<file path="src/hw/rtl/assert_macros.svh">
// assertion macros used by the timer queue back end
`ifndef ASSERT_MACROS_SVH
`define ASSERT_MACROS_SVH
`ifndef SYNTHESIS
`define ASSERT_IMP(label, clk, rst_n, ante, cons) \
    label: assert property (@(posedge clk) disable iff (!rst_n) (ante) |-> (cons)) \
        else $error("assertion failed");
`define ASSERT_NXT(label, clk, rst_n, ante, cons) \
    label: assert property (@(posedge clk) disable iff (!rst_n) (ante) |=> (cons)) \
        else $error("assertion failed");
`else
`define ASSERT_IMP(label, clk, rst_n, ante, cons)
`define ASSERT_NXT(label, clk, rst_n, ante, cons)
`endif
`endif

</file>
<file path="src/hw/rtl/stq_pkg.sv">
// package for the sorted timer queue: codes and payload types
package stq_pkg;
    localparam int SLOTS_DEF = 16;
    localparam int TIME_BITS_DEF = 48;
    localparam int ID_BITS_DEF = 16;
    localparam int FIELD_TIME = 48;
    localparam int FIELD_ID = 16;

    localparam logic [1:0] ACT_ADD = 2'd0;
    localparam logic [1:0] ACT_REMOVE = 2'd1;
    localparam logic [1:0] ACT_TICK = 2'd2;
    localparam logic [1:0] ACT_UNUSED = 2'd3;

    localparam logic [1:0] ST_OK = 2'd0;
    localparam logic [1:0] ST_REJECT = 2'd1;
    localparam logic [1:0] ST_NOT_FOUND = 2'd2;

    typedef struct packed {
        logic [1:0] action;
        logic [FIELD_TIME-1:0] now_time;
        logic [FIELD_TIME-1:0] start_time;
        logic [FIELD_TIME-1:0] period;
        logic [FIELD_ID-1:0] remove_id;
    } cmd_t;

    typedef struct packed {
        logic [1:0] status;
        logic [FIELD_ID-1:0] timer_id;
        logic expired;
        logic queue_empty;
        logic [FIELD_TIME-1:0] next_delay;
        logic last;
    } rsp_t;
endpackage

</file>
<file path="src/hw/rtl/stq_cmd_if.sv">
// valid/ready channel interfaces for commands and results
interface stq_cmd_if;
    logic valid;
    logic ready;
    stq_pkg::cmd_t data;
    modport source (output valid, output data, input ready);
    modport sink (input valid, input data, output ready);
endinterface

interface stq_rsp_if;
    logic valid;
    logic ready;
    stq_pkg::rsp_t data;
    modport source (output valid, output data, input ready);
    modport sink (input valid, input data, output ready);
endinterface

</file>
<file path="src/hw/rtl/stq_front.sv">
// front end: accepts commands into a two-entry queue
module stq_front (
    input  logic clk,
    input  logic rst_n,
    stq_cmd_if.sink cmd,
    output logic q_valid,
    output stq_pkg::cmd_t q_data,
    input  logic q_pop
);
    stq_pkg::cmd_t mem_reg [2];
    logic rd_reg, wr_reg;
    logic [1:0] cnt_reg;

    assign cmd.ready = (cnt_reg != 2'd2);
    assign q_valid = (cnt_reg != 2'd0);
    assign q_data = mem_reg[rd_reg];

    // queue storage
    always_ff @(posedge clk)
    begin
        if (cmd.valid && cmd.ready)
            mem_reg[wr_reg] <= cmd.data;
    end

    // pointers and fill
    always_ff @(posedge clk or negedge rst_n)
    begin
        if (!rst_n)
        begin
            rd_reg <= 1'b0;
            wr_reg <= 1'b0;
            cnt_reg <= 2'd0;
        end
        else
        begin
            if (cmd.valid && cmd.ready)
                wr_reg <= ~wr_reg;
            if (q_pop && q_valid)
                rd_reg <= ~rd_reg;
            cnt_reg <= cnt_reg + 2'((cmd.valid && cmd.ready) ? 1 : 0)
                - 2'((q_pop && q_valid) ? 1 : 0);
        end
    end
endmodule

</file>
<file path="src/hw/rtl/stq_back.sv">
// back end: sorted queue, free list and tick walk
`include "assert_macros.svh"
module stq_back #(
    parameter int SLOTS = stq_pkg::SLOTS_DEF,
    parameter int TIME_BITS = stq_pkg::TIME_BITS_DEF,
    parameter int ID_BITS = stq_pkg::ID_BITS_DEF
) (
    input  logic clk,
    input  logic rst_n,
    input  logic q_valid,
    input  stq_pkg::cmd_t q_data,
    output logic q_pop,
    stq_rsp_if.source rsp
);
    localparam int SW = (SLOTS > 1) ? $clog2(SLOTS) : 1;
    localparam int CW = $clog2(SLOTS + 1);
    localparam logic [TIME_BITS-1:0] TMAX = {TIME_BITS{1'b1}};

    typedef enum logic [3:0] {
        S_IDLE, S_ADD, S_SCAN, S_SHIFT, S_FINAL, S_EMIT,
        S_TPOP, S_TFIRE, S_REARM, S_REMOVE
    } state_t;

    state_t state_reg;
    stq_pkg::cmd_t cmd_reg;
    logic [TIME_BITS-1:0] dl_mem [SLOTS];
    logic [TIME_BITS-1:0] per_mem [SLOTS];
    logic [ID_BITS-1:0] id_reg [SLOTS];
    logic [SW-1:0] ord_reg [SLOTS];
    logic [SW-1:0] free_reg [SLOTS];
    logic [CW-1:0] qcnt_reg, fcnt_reg, pos_reg;
    logic [ID_BITS-1:0] last_id_reg;
    logic [SW-1:0] slot_reg;
    logic [TIME_BITS-1:0] key_reg;
    logic [CW-1:0] due_reg;
    logic [SLOTS-1:0] fired_reg;
    logic [1:0] st_reg;
    logic [ID_BITS-1:0] rid_reg;
    logic back_reg;
    logic out_valid_reg;
    stq_pkg::rsp_t out_reg;

    logic [TIME_BITS-1:0] now_t;
    logic [ID_BITS-1:0] cand0, cand1, new_id, m1, tid;
    logic [ID_BITS:0] sum_id;
    logic [TIME_BITS:0] rearm;
    logic [SW-1:0] rm_idx;
    logic [TIME_BITS-1:0] head_dl;

    assign now_t = TIME_BITS'(cmd_reg.now_time);
    assign tid = ID_BITS'(cmd_reg.remove_id);
    assign rm_idx = SW'((tid - ID_BITS'(1)) % SLOTS);

    // id generation for the slot at the head of the free list
    always_comb
    begin
        m1 = (last_id_reg != '0) ? last_id_reg - ID_BITS'(1) : '0;
        cand0 = ID_BITS'((m1 / SLOTS) * SLOTS) + ID_BITS'(free_reg[0]) + ID_BITS'(1);
        sum_id = {1'b0, cand0} + (ID_BITS+1)'(SLOTS);
        cand1 = (cand0 <= last_id_reg) ? sum_id[ID_BITS-1:0] : cand0;
        new_id = (cand1 < last_id_reg) ? ID_BITS'(free_reg[0]) + ID_BITS'(1) : cand1;
    end

    assign rearm = {1'b0, now_t} + {1'b0, per_mem[slot_reg]};
    assign head_dl = dl_mem[ord_reg[0]];
    assign q_pop = (state_reg == S_IDLE) && q_valid && !out_valid_reg;
    assign rsp.valid = out_valid_reg;
    assign rsp.data = out_reg;

    // payload memories
    always_ff @(posedge clk)
    begin
        if (state_reg == S_ADD && cmd_reg.start_time != '0 && fcnt_reg != '0)
        begin
            dl_mem[free_reg[0]] <= TIME_BITS'(cmd_reg.start_time);
            per_mem[free_reg[0]] <= TIME_BITS'(cmd_reg.period);
        end
        else if (state_reg == S_REARM && per_mem[slot_reg] != '0)
            dl_mem[slot_reg] <= rearm[TIME_BITS] ? TMAX : rearm[TIME_BITS-1:0];
    end

    // control sequencer
    always_ff @(posedge clk or negedge rst_n)
    begin
        if (!rst_n)
        begin
            state_reg <= S_IDLE;
            out_valid_reg <= 1'b0;
            qcnt_reg <= '0;
            fcnt_reg <= CW'(SLOTS);
            last_id_reg <= '0;
            for (int i = 0; i < SLOTS; i++)
            begin
                id_reg[i] <= '0;
                free_reg[i] <= SW'(i);
                ord_reg[i] <= '0;
            end
        end
        else
        begin
            if (rsp.valid && rsp.ready)
                out_valid_reg <= 1'b0;
            unique case (state_reg)
                S_IDLE:
                    if (q_pop)
                    begin
                        cmd_reg <= q_data;
                        st_reg <= stq_pkg::ST_OK;
                        rid_reg <= '0;
                        unique case (q_data.action)
                            stq_pkg::ACT_ADD: state_reg <= S_ADD;
                            stq_pkg::ACT_REMOVE: state_reg <= S_REMOVE;
                            stq_pkg::ACT_TICK:
                            begin
                                fired_reg <= '0;
                                state_reg <= S_TPOP;
                            end
                            default:
                            begin
                                st_reg <= stq_pkg::ST_REJECT;
                                state_reg <= S_FINAL;
                            end
                        endcase
                    end
                S_ADD:
                    if (cmd_reg.start_time == '0 || fcnt_reg == '0)
                    begin
                        st_reg <= stq_pkg::ST_REJECT;
                        state_reg <= S_FINAL;
                    end
                    else
                    begin
                        slot_reg <= free_reg[0];
                        key_reg <= TIME_BITS'(cmd_reg.start_time);
                        id_reg[free_reg[0]] <= new_id;
                        last_id_reg <= new_id;
                        rid_reg <= new_id;
                        for (int i = 0; i < SLOTS - 1; i++)
                            free_reg[i] <= free_reg[i+1];
                        fcnt_reg <= fcnt_reg - CW'(1);
                        pos_reg <= '0;
                        back_reg <= 1'b0;
                        state_reg <= S_SCAN;
                    end
                // find insert position, one entry a cycle
                S_SCAN:
                    if (pos_reg < qcnt_reg && dl_mem[ord_reg[pos_reg[SW-1:0]]] <= key_reg)
                        pos_reg <= pos_reg + CW'(1);
                    else
                        state_reg <= S_SHIFT;
                S_SHIFT:
                begin
                    for (int i = 1; i < SLOTS; i++)
                        if (CW'(i) > pos_reg && CW'(i) <= qcnt_reg)
                            ord_reg[i] <= ord_reg[i-1];
                    ord_reg[pos_reg[SW-1:0]] <= slot_reg;
                    qcnt_reg <= qcnt_reg + CW'(1);
                    state_reg <= back_reg ? S_TFIRE : S_FINAL;
                end
                S_REMOVE:
                    if (tid == '0 || id_reg[rm_idx] != tid)
                    begin
                        st_reg <= stq_pkg::ST_NOT_FOUND;
                        state_reg <= S_FINAL;
                    end
                    else
                    begin
                        for (int i = 0; i < SLOTS - 1; i++)
                            if (CW'(i) < qcnt_reg)
                            begin
                                logic hit;
                                hit = 1'b0;
                                for (int j = 0; j <= i; j++)
                                    if (ord_reg[j] == rm_idx && CW'(j) < qcnt_reg)
                                        hit = 1'b1;
                                if (hit)
                                    ord_reg[i] <= ord_reg[i+1];
                            end
                        qcnt_reg <= qcnt_reg - CW'(1);
                        id_reg[rm_idx] <= '0;
                        free_reg[fcnt_reg[SW-1:0]] <= rm_idx;
                        fcnt_reg <= fcnt_reg + CW'(1);
                        state_reg <= S_FINAL;
                    end
                // take the head if it is due and has not fired this tick
                S_TPOP:
                    if (qcnt_reg != '0 && head_dl <= now_t && !fired_reg[ord_reg[0]])
                    begin
                        slot_reg <= ord_reg[0];
                        fired_reg[ord_reg[0]] <= 1'b1;
                        for (int i = 0; i < SLOTS - 1; i++)
                            ord_reg[i] <= ord_reg[i+1];
                        qcnt_reg <= qcnt_reg - CW'(1);
                        state_reg <= S_EMIT;
                    end
                    else
                        state_reg <= S_FINAL;
                S_EMIT:
                    if (!out_valid_reg)
                    begin
                        out_reg <= '{status: stq_pkg::ST_OK,
                            timer_id: stq_pkg::FIELD_ID'(id_reg[slot_reg]),
                            expired: 1'b1, queue_empty: 1'b0, next_delay: '0, last: 1'b0};
                        out_valid_reg <= 1'b1;
                        state_reg <= S_REARM;
                    end
                S_REARM:
                    if (per_mem[slot_reg] != '0)
                    begin
                        key_reg <= rearm[TIME_BITS] ? TMAX : rearm[TIME_BITS-1:0];
                        pos_reg <= '0;
                        back_reg <= 1'b1;
                        state_reg <= S_SCAN;
                    end
                    else
                    begin
                        id_reg[slot_reg] <= '0;
                        free_reg[fcnt_reg[SW-1:0]] <= slot_reg;
                        fcnt_reg <= fcnt_reg + CW'(1);
                        state_reg <= S_TPOP;
                    end
                S_TFIRE:
                    state_reg <= S_TPOP;
                S_FINAL:
                    if (!out_valid_reg)
                    begin
                        out_reg <= '{status: st_reg,
                            timer_id: stq_pkg::FIELD_ID'(rid_reg), expired: 1'b0,
                            queue_empty: (qcnt_reg == '0),
                            next_delay: (qcnt_reg != '0 && head_dl > now_t)
                                ? stq_pkg::FIELD_TIME'(head_dl - now_t) : '0,
                            last: 1'b1};
                        out_valid_reg <= 1'b1;
                        state_reg <= S_IDLE;
                    end
                default: state_reg <= S_IDLE;
            endcase
        end
    end

    `ASSERT_IMP(a_count_bound, clk, rst_n, 1'b1, (qcnt_reg + fcnt_reg) <= CW'(SLOTS))
    `ASSERT_IMP(a_pop_idle, clk, rst_n, q_pop, state_reg == S_IDLE && !out_valid_reg)
    `ASSERT_NXT(a_hold, clk, rst_n, rsp.valid && !rsp.ready, rsp.valid && $stable(rsp.data))
endmodule

</file>
<file path="src/hw/rtl/sorted_timer_queue.sv">
// top level of the deadline-sorted timer queue
//  channel | dir | payload
//  cmd     | in  | action, now_time, start_time, period, remove_id
//  rsp     | out | status, timer_id, expired, queue_empty, next_delay, last
// add: after the pop, the insert scan walks past each queued timer at or before the new deadline
// remove: looks up the id and unlinks its slot; tick: each fired one-shot timer is freed and
//   each re-armed timer goes through the insert scan again; each result also waits for rsp.ready
// reset clears counts, ids and the free list at once; no clearing pass
// a two-entry command queue keeps accepting, until it is full, while the back end stalls on rsp
module sorted_timer_queue #(
    parameter int SLOTS = stq_pkg::SLOTS_DEF,
    parameter int TIME_BITS = stq_pkg::TIME_BITS_DEF,
    parameter int ID_BITS = stq_pkg::ID_BITS_DEF
) (
    input logic clk,
    input logic rst_n,
    stq_cmd_if.sink cmd,
    stq_rsp_if.source rsp
);
    logic q_valid, q_pop;
    stq_pkg::cmd_t q_data;

    stq_front u_front (
        .clk(clk), .rst_n(rst_n), .cmd(cmd),
        .q_valid(q_valid), .q_data(q_data), .q_pop(q_pop)
    );

    stq_back #(.SLOTS(SLOTS), .TIME_BITS(TIME_BITS), .ID_BITS(ID_BITS)) u_back (
        .clk(clk), .rst_n(rst_n), .q_valid(q_valid), .q_data(q_data),
        .q_pop(q_pop), .rsp(rsp)
    );
endmodule
</file>
<file path="src/flat_wrapper.sv">
// flat-port wrapper written by rule: the top's interface ports become plain ports
module sorted_timer_queue_flat 
#(
    parameter int SLOTS = stq_pkg::SLOTS_DEF,
    parameter int TIME_BITS = stq_pkg::TIME_BITS_DEF,
    parameter int ID_BITS = stq_pkg::ID_BITS_DEF
)
  (clk, rst_n, cmd_valid, cmd_data, cmd_ready, rsp_valid, rsp_data, rsp_ready);
  stq_cmd_if cmd_i ();
  stq_rsp_if rsp_i ();
  input logic clk;
  input logic rst_n;
  input wire logic [$bits(cmd_i.valid)-1:0] cmd_valid;
  input wire logic [$bits(cmd_i.data)-1:0] cmd_data;
  output wire logic [$bits(cmd_i.ready)-1:0] cmd_ready;
  output wire logic [$bits(rsp_i.valid)-1:0] rsp_valid;
  output wire logic [$bits(rsp_i.data)-1:0] rsp_data;
  input wire logic [$bits(rsp_i.ready)-1:0] rsp_ready;
  assign cmd_i.valid = cmd_valid;
  assign cmd_i.data = cmd_data;
  assign cmd_ready = cmd_i.ready;
  assign rsp_valid = rsp_i.valid;
  assign rsp_data = rsp_i.data;
  assign rsp_i.ready = rsp_ready;
  sorted_timer_queue #(.SLOTS(SLOTS), .TIME_BITS(TIME_BITS), .ID_BITS(ID_BITS)) u_core (.clk(clk), .rst_n(rst_n), .cmd(cmd_i), .rsp(rsp_i));
endmodule
</file>
<file path="config.mk">
export PLATFORM = sky130hd
export DESIGN_NAME = sorted_timer_queue_flat
export DESIGN_NICKNAME = d
export VERILOG_FILES = /design/src/hw/rtl/stq_pkg.sv /design/src/hw/rtl/stq_cmd_if.sv /design/src/hw/rtl/stq_front.sv /design/src/hw/rtl/stq_back.sv /design/src/hw/rtl/sorted_timer_queue.sv /design/src/flat_wrapper.sv
export VERILOG_INCLUDE_DIRS = /design/src /design/src/hw/rtl
export SDC_FILE = /design/constraint.sdc
export NUM_CORES = 2
export LEC_CHECK = 0
export BUFFER_PORTS_ARGS = -buffer_cell sky130_fd_sc_hd__buf_2
export CORE_ASPECT_RATIO = 1.4
export CORE_UTILIZATION = 60
export DETAILED_ROUTE_END_ITERATION = 10
export PLACE_DENSITY = 0.77
export SYNTH_ARGS = -nofsm -noshare
export SYNTH_HDL_FRONTEND = slang
export SYNTH_SLANG_ARGS = --single-unit
</file>
<file path="constraint.sdc">
create_clock -name clk -period 9.8 [get_ports clk]
set_clock_uncertainty 0.1 [all_clocks]
set_input_delay 0.98 -clock clk [delete_from_list [all_inputs] [get_ports clk]]
set_output_delay 0.98 -clock clk [all_outputs]
set_load 0.02 [all_outputs]
</file>
==> results.toml <==
[global_route]
antenna_found_initial = 13
grt_pass1_vias = 75300
groute.usage.overall_pct = 33.7
grt_pass1_wl_um = 501000
grt_max_degree = 113
grt_overflow = 0

[placed_design]
dp_hpwl_um = 213000
gp_congestion = 0.980
place_area_um2 = 125000
dp.cells = 10100
portBuffers = 236

[clock_network]
cts_max_path_buffers = 4
clkLatencyLatePin_ps = 950
numCtsBuffers = 243
cts_tree = "built"
cts_root_buf = "clkbuf_16"
ctsHoldBuffers = 1
cts.sinks = 2604
cts.clk_slew.worst_paths_ps = 70
cts_setup_buffers = 0
htreeDepth = 4
cts_resized = 0

[power]
p_leak_nw = 46.0
power.total_w = 0.0416
p_per_area_nw_per_um2 = 313
vdd_drop_max_mv = 0.310

[synth]
syn_area_per_cell_um2 = 16.1
yosysTopAreaCell = "edfxtp_1"
ys.flop_type = "edfxtp_1"
synth_top_area_share_pct = 54.3
synth_edf_count = 2181
synth_nets = 7865
synthMuxAreaShare_pct = 18.3
synth_most_common_cell = "edfxtp_1"
yosys.area_share.adder_pct = 2.11
ys_ff_latch = 2604
ys_warn_count = 0
synth_area_um2 = 121000
synth_top_family_by_area = "multiplexers"
yosys-top-cells-count = "edfxtp_1 (2,181), mux4_2 (800), nor2_1 (418)"
synthCells = 7497
yosysUniqueCellTypes = 95
synth-xor-area-share_pct = 1.31
synth_compound_area_share_pct = 8.08
ys_seq_area_share_pct = 63.1
yosys.area_share.simple_pct = 4.89
synth_area_leaders = "edfxtp_1 (54%), mux4_2 (15%), dfrtp_1 (8.0%), mux2_2 (2.6%), ha_1 (2.1%)"
synth-async-reset-ratio_pct = 16.1

[setup_path]
crit_start = "u_core.u_back.ord_reg[60]"
critical_path_class = "reg2reg"
r2r-start = "u_core.u_back.ord_reg[60]"
cp.depth = 14
slowest_stage = "a221oi_1"
arrival_ps = 8930
path_buf_inv = 1
r2r_cells = 14
critical_path.most_common_cell = "mux4_2"
r2r-end = "u_core.u_back.ord_reg[42]"
cp-start-kind = "flop"
max_stage_delay_ps = 1010
cp_max_fo = 34
crit_path_end_kind = "flop"
critPathRequiredTime_ps = 10410
worstPathCellList = "buf_4 -> mux4_2 -> mux4_2 -> ha_1 -> o21a_1 -> a21oi_1 -> o221ai_1 -> a41o_1 -> a221oi_1 -> o21ai_0 -> and2_1 -> o31ai_4 -> nand3_1 -> mux2_2"
rrSetupSlack_ps = 1480
critPathTopFamily = "compound AO/OA/AOI/OAI gates"

[cells_and_area]
fillerInstances = 13100
drive_gt1_share_pct = 25.1
postLayoutCellArea_um2 = 133000
fin_nets = 8025
area_growth_pct = 10.0
fin_cells = 10500

[timing]
setup_viol = 0
period_needed_ps = 8320
hold_violations = 0
slew-limit-headroom_pct = 8.86
layout_worst_path_cycle_share_pct = 84.9
tightest_slew_ps = 1360
rsz0062_at_grt = "no"
max_freq_ghz = 0.120
hold_ws_ps = 124
report.final.slew_viol_count = 0
fin_setup_tns_ps = 0

[floorplanning]
start_util_pct = 60.4
io_pins = 237
core_um2 = 200000
die_y_um = 533
die-area_um2 = 203000
rows = 194
die_w_um = 381

[min_path]
hold-path-endpoint = "u_core.u_front.mem_reg[0][94]"
min_from = "cmd_data[94]"
holdPathStages = 1
hp-class = "in2reg"

[route]
drt_first_pass_iters = 6
drc_errors = 0
via_count = 74800
drtIter0Drc = 9988
post_drt_wl_per_cell_um = 32.7
ant_nets = 0
wl_um = 344000
via_per_inst = 7.12

[status]
status = "finished clean"

[flow_run]
drv_cap = 0
through the flow:
step / setup WS, ps / utilization (%)
after floorplan: 1220 / -
after global placement: 1880 / 62.5
after detailed placement: 1700 / 62.5
after CTS: 1630 / 66.5
after global routing: 1180 / 66.5
final: 1480 / 66.5
worst max-delay path by stage:
stage	end	slack (ps)
after floorplan	u_core.u_front.mem_reg[0][0]	1220
after global placement	u_core.u_back.ord_reg[11]	1880
after detailed placement	u_core.u_back.ord_reg[13]	1700
after CTS	u_core.u_back.ord_reg[42]	1630
after global routing	u_core.u_back.ord_reg[42]	1180
final	u_core.u_back.ord_reg[42]	1480
power by group:
part	switching (W)	internal, W
registers	0.00129	0.0143
logic	0.0103	0.00624
clock network	0.00419	0.00533
cell usage in the layout, fill, tap and decap left out, types with 47 or more instances in the layout:
master        n
o2bb2ai_1   180
clkbuf_16   244
nor3_1       71
a22o_1      136
ha_1        198
clkinv_1     51
o21ai_0     260
nand3_1     112
a31oi_1      70
nor2_1      396
xor2_1       53
mux4_2      798
a22oi_1     101
a21o_1      108
edfxtp_1   2181
xnor2_1     122
inv_1       171
a21oi_1     231
clkinv_2     47
mux2i_1      93
buf_2       235
buf_4       151
dfrtp_1     381
nand2_1     371
mux2_2      279
kinds of logic after synthesis:
family | after synthesis
flip-flops | 2604
AO/OA/AOI/OAI | 1385
AND/OR/NAND/NOR | 1281
multiplexers | 1172
buffers and inverters | 675
adder cells (fa/ha/maj) | 202
XOR/XNOR | 178
layout make-up:
class                           count  area (µm²)  area share, %
Tap cell                         2646        3310           2.49
Multi-Input combinational cell   4218       42200           31.8
Clock buffer                      288        6340           4.77
Inverter                          190         713          0.537
Clock inverter                    155        1560           1.17
Timing Repair Buffer              400        2570           1.94
Sequential cell                  2604       76100           57.3
Antenna cell                        3        7.51        0.00565
metal layers:
| layer | GRT usage [%] | vias up | share of wire, % |
|---|---|---|---|
| met1 | 43.7 | 38000 | 35 |
| met3 | 7.77 | 1097 | 11 |
| met2 | 54.0 | 5355 | 48 |
| met4 | 16.6 | 6 | 5.7 |
| met5 | 0 | - | 0.015 |
| li1 | - | 30400 | - |
No activity file was read; power rests on OpenSTA's default activity.
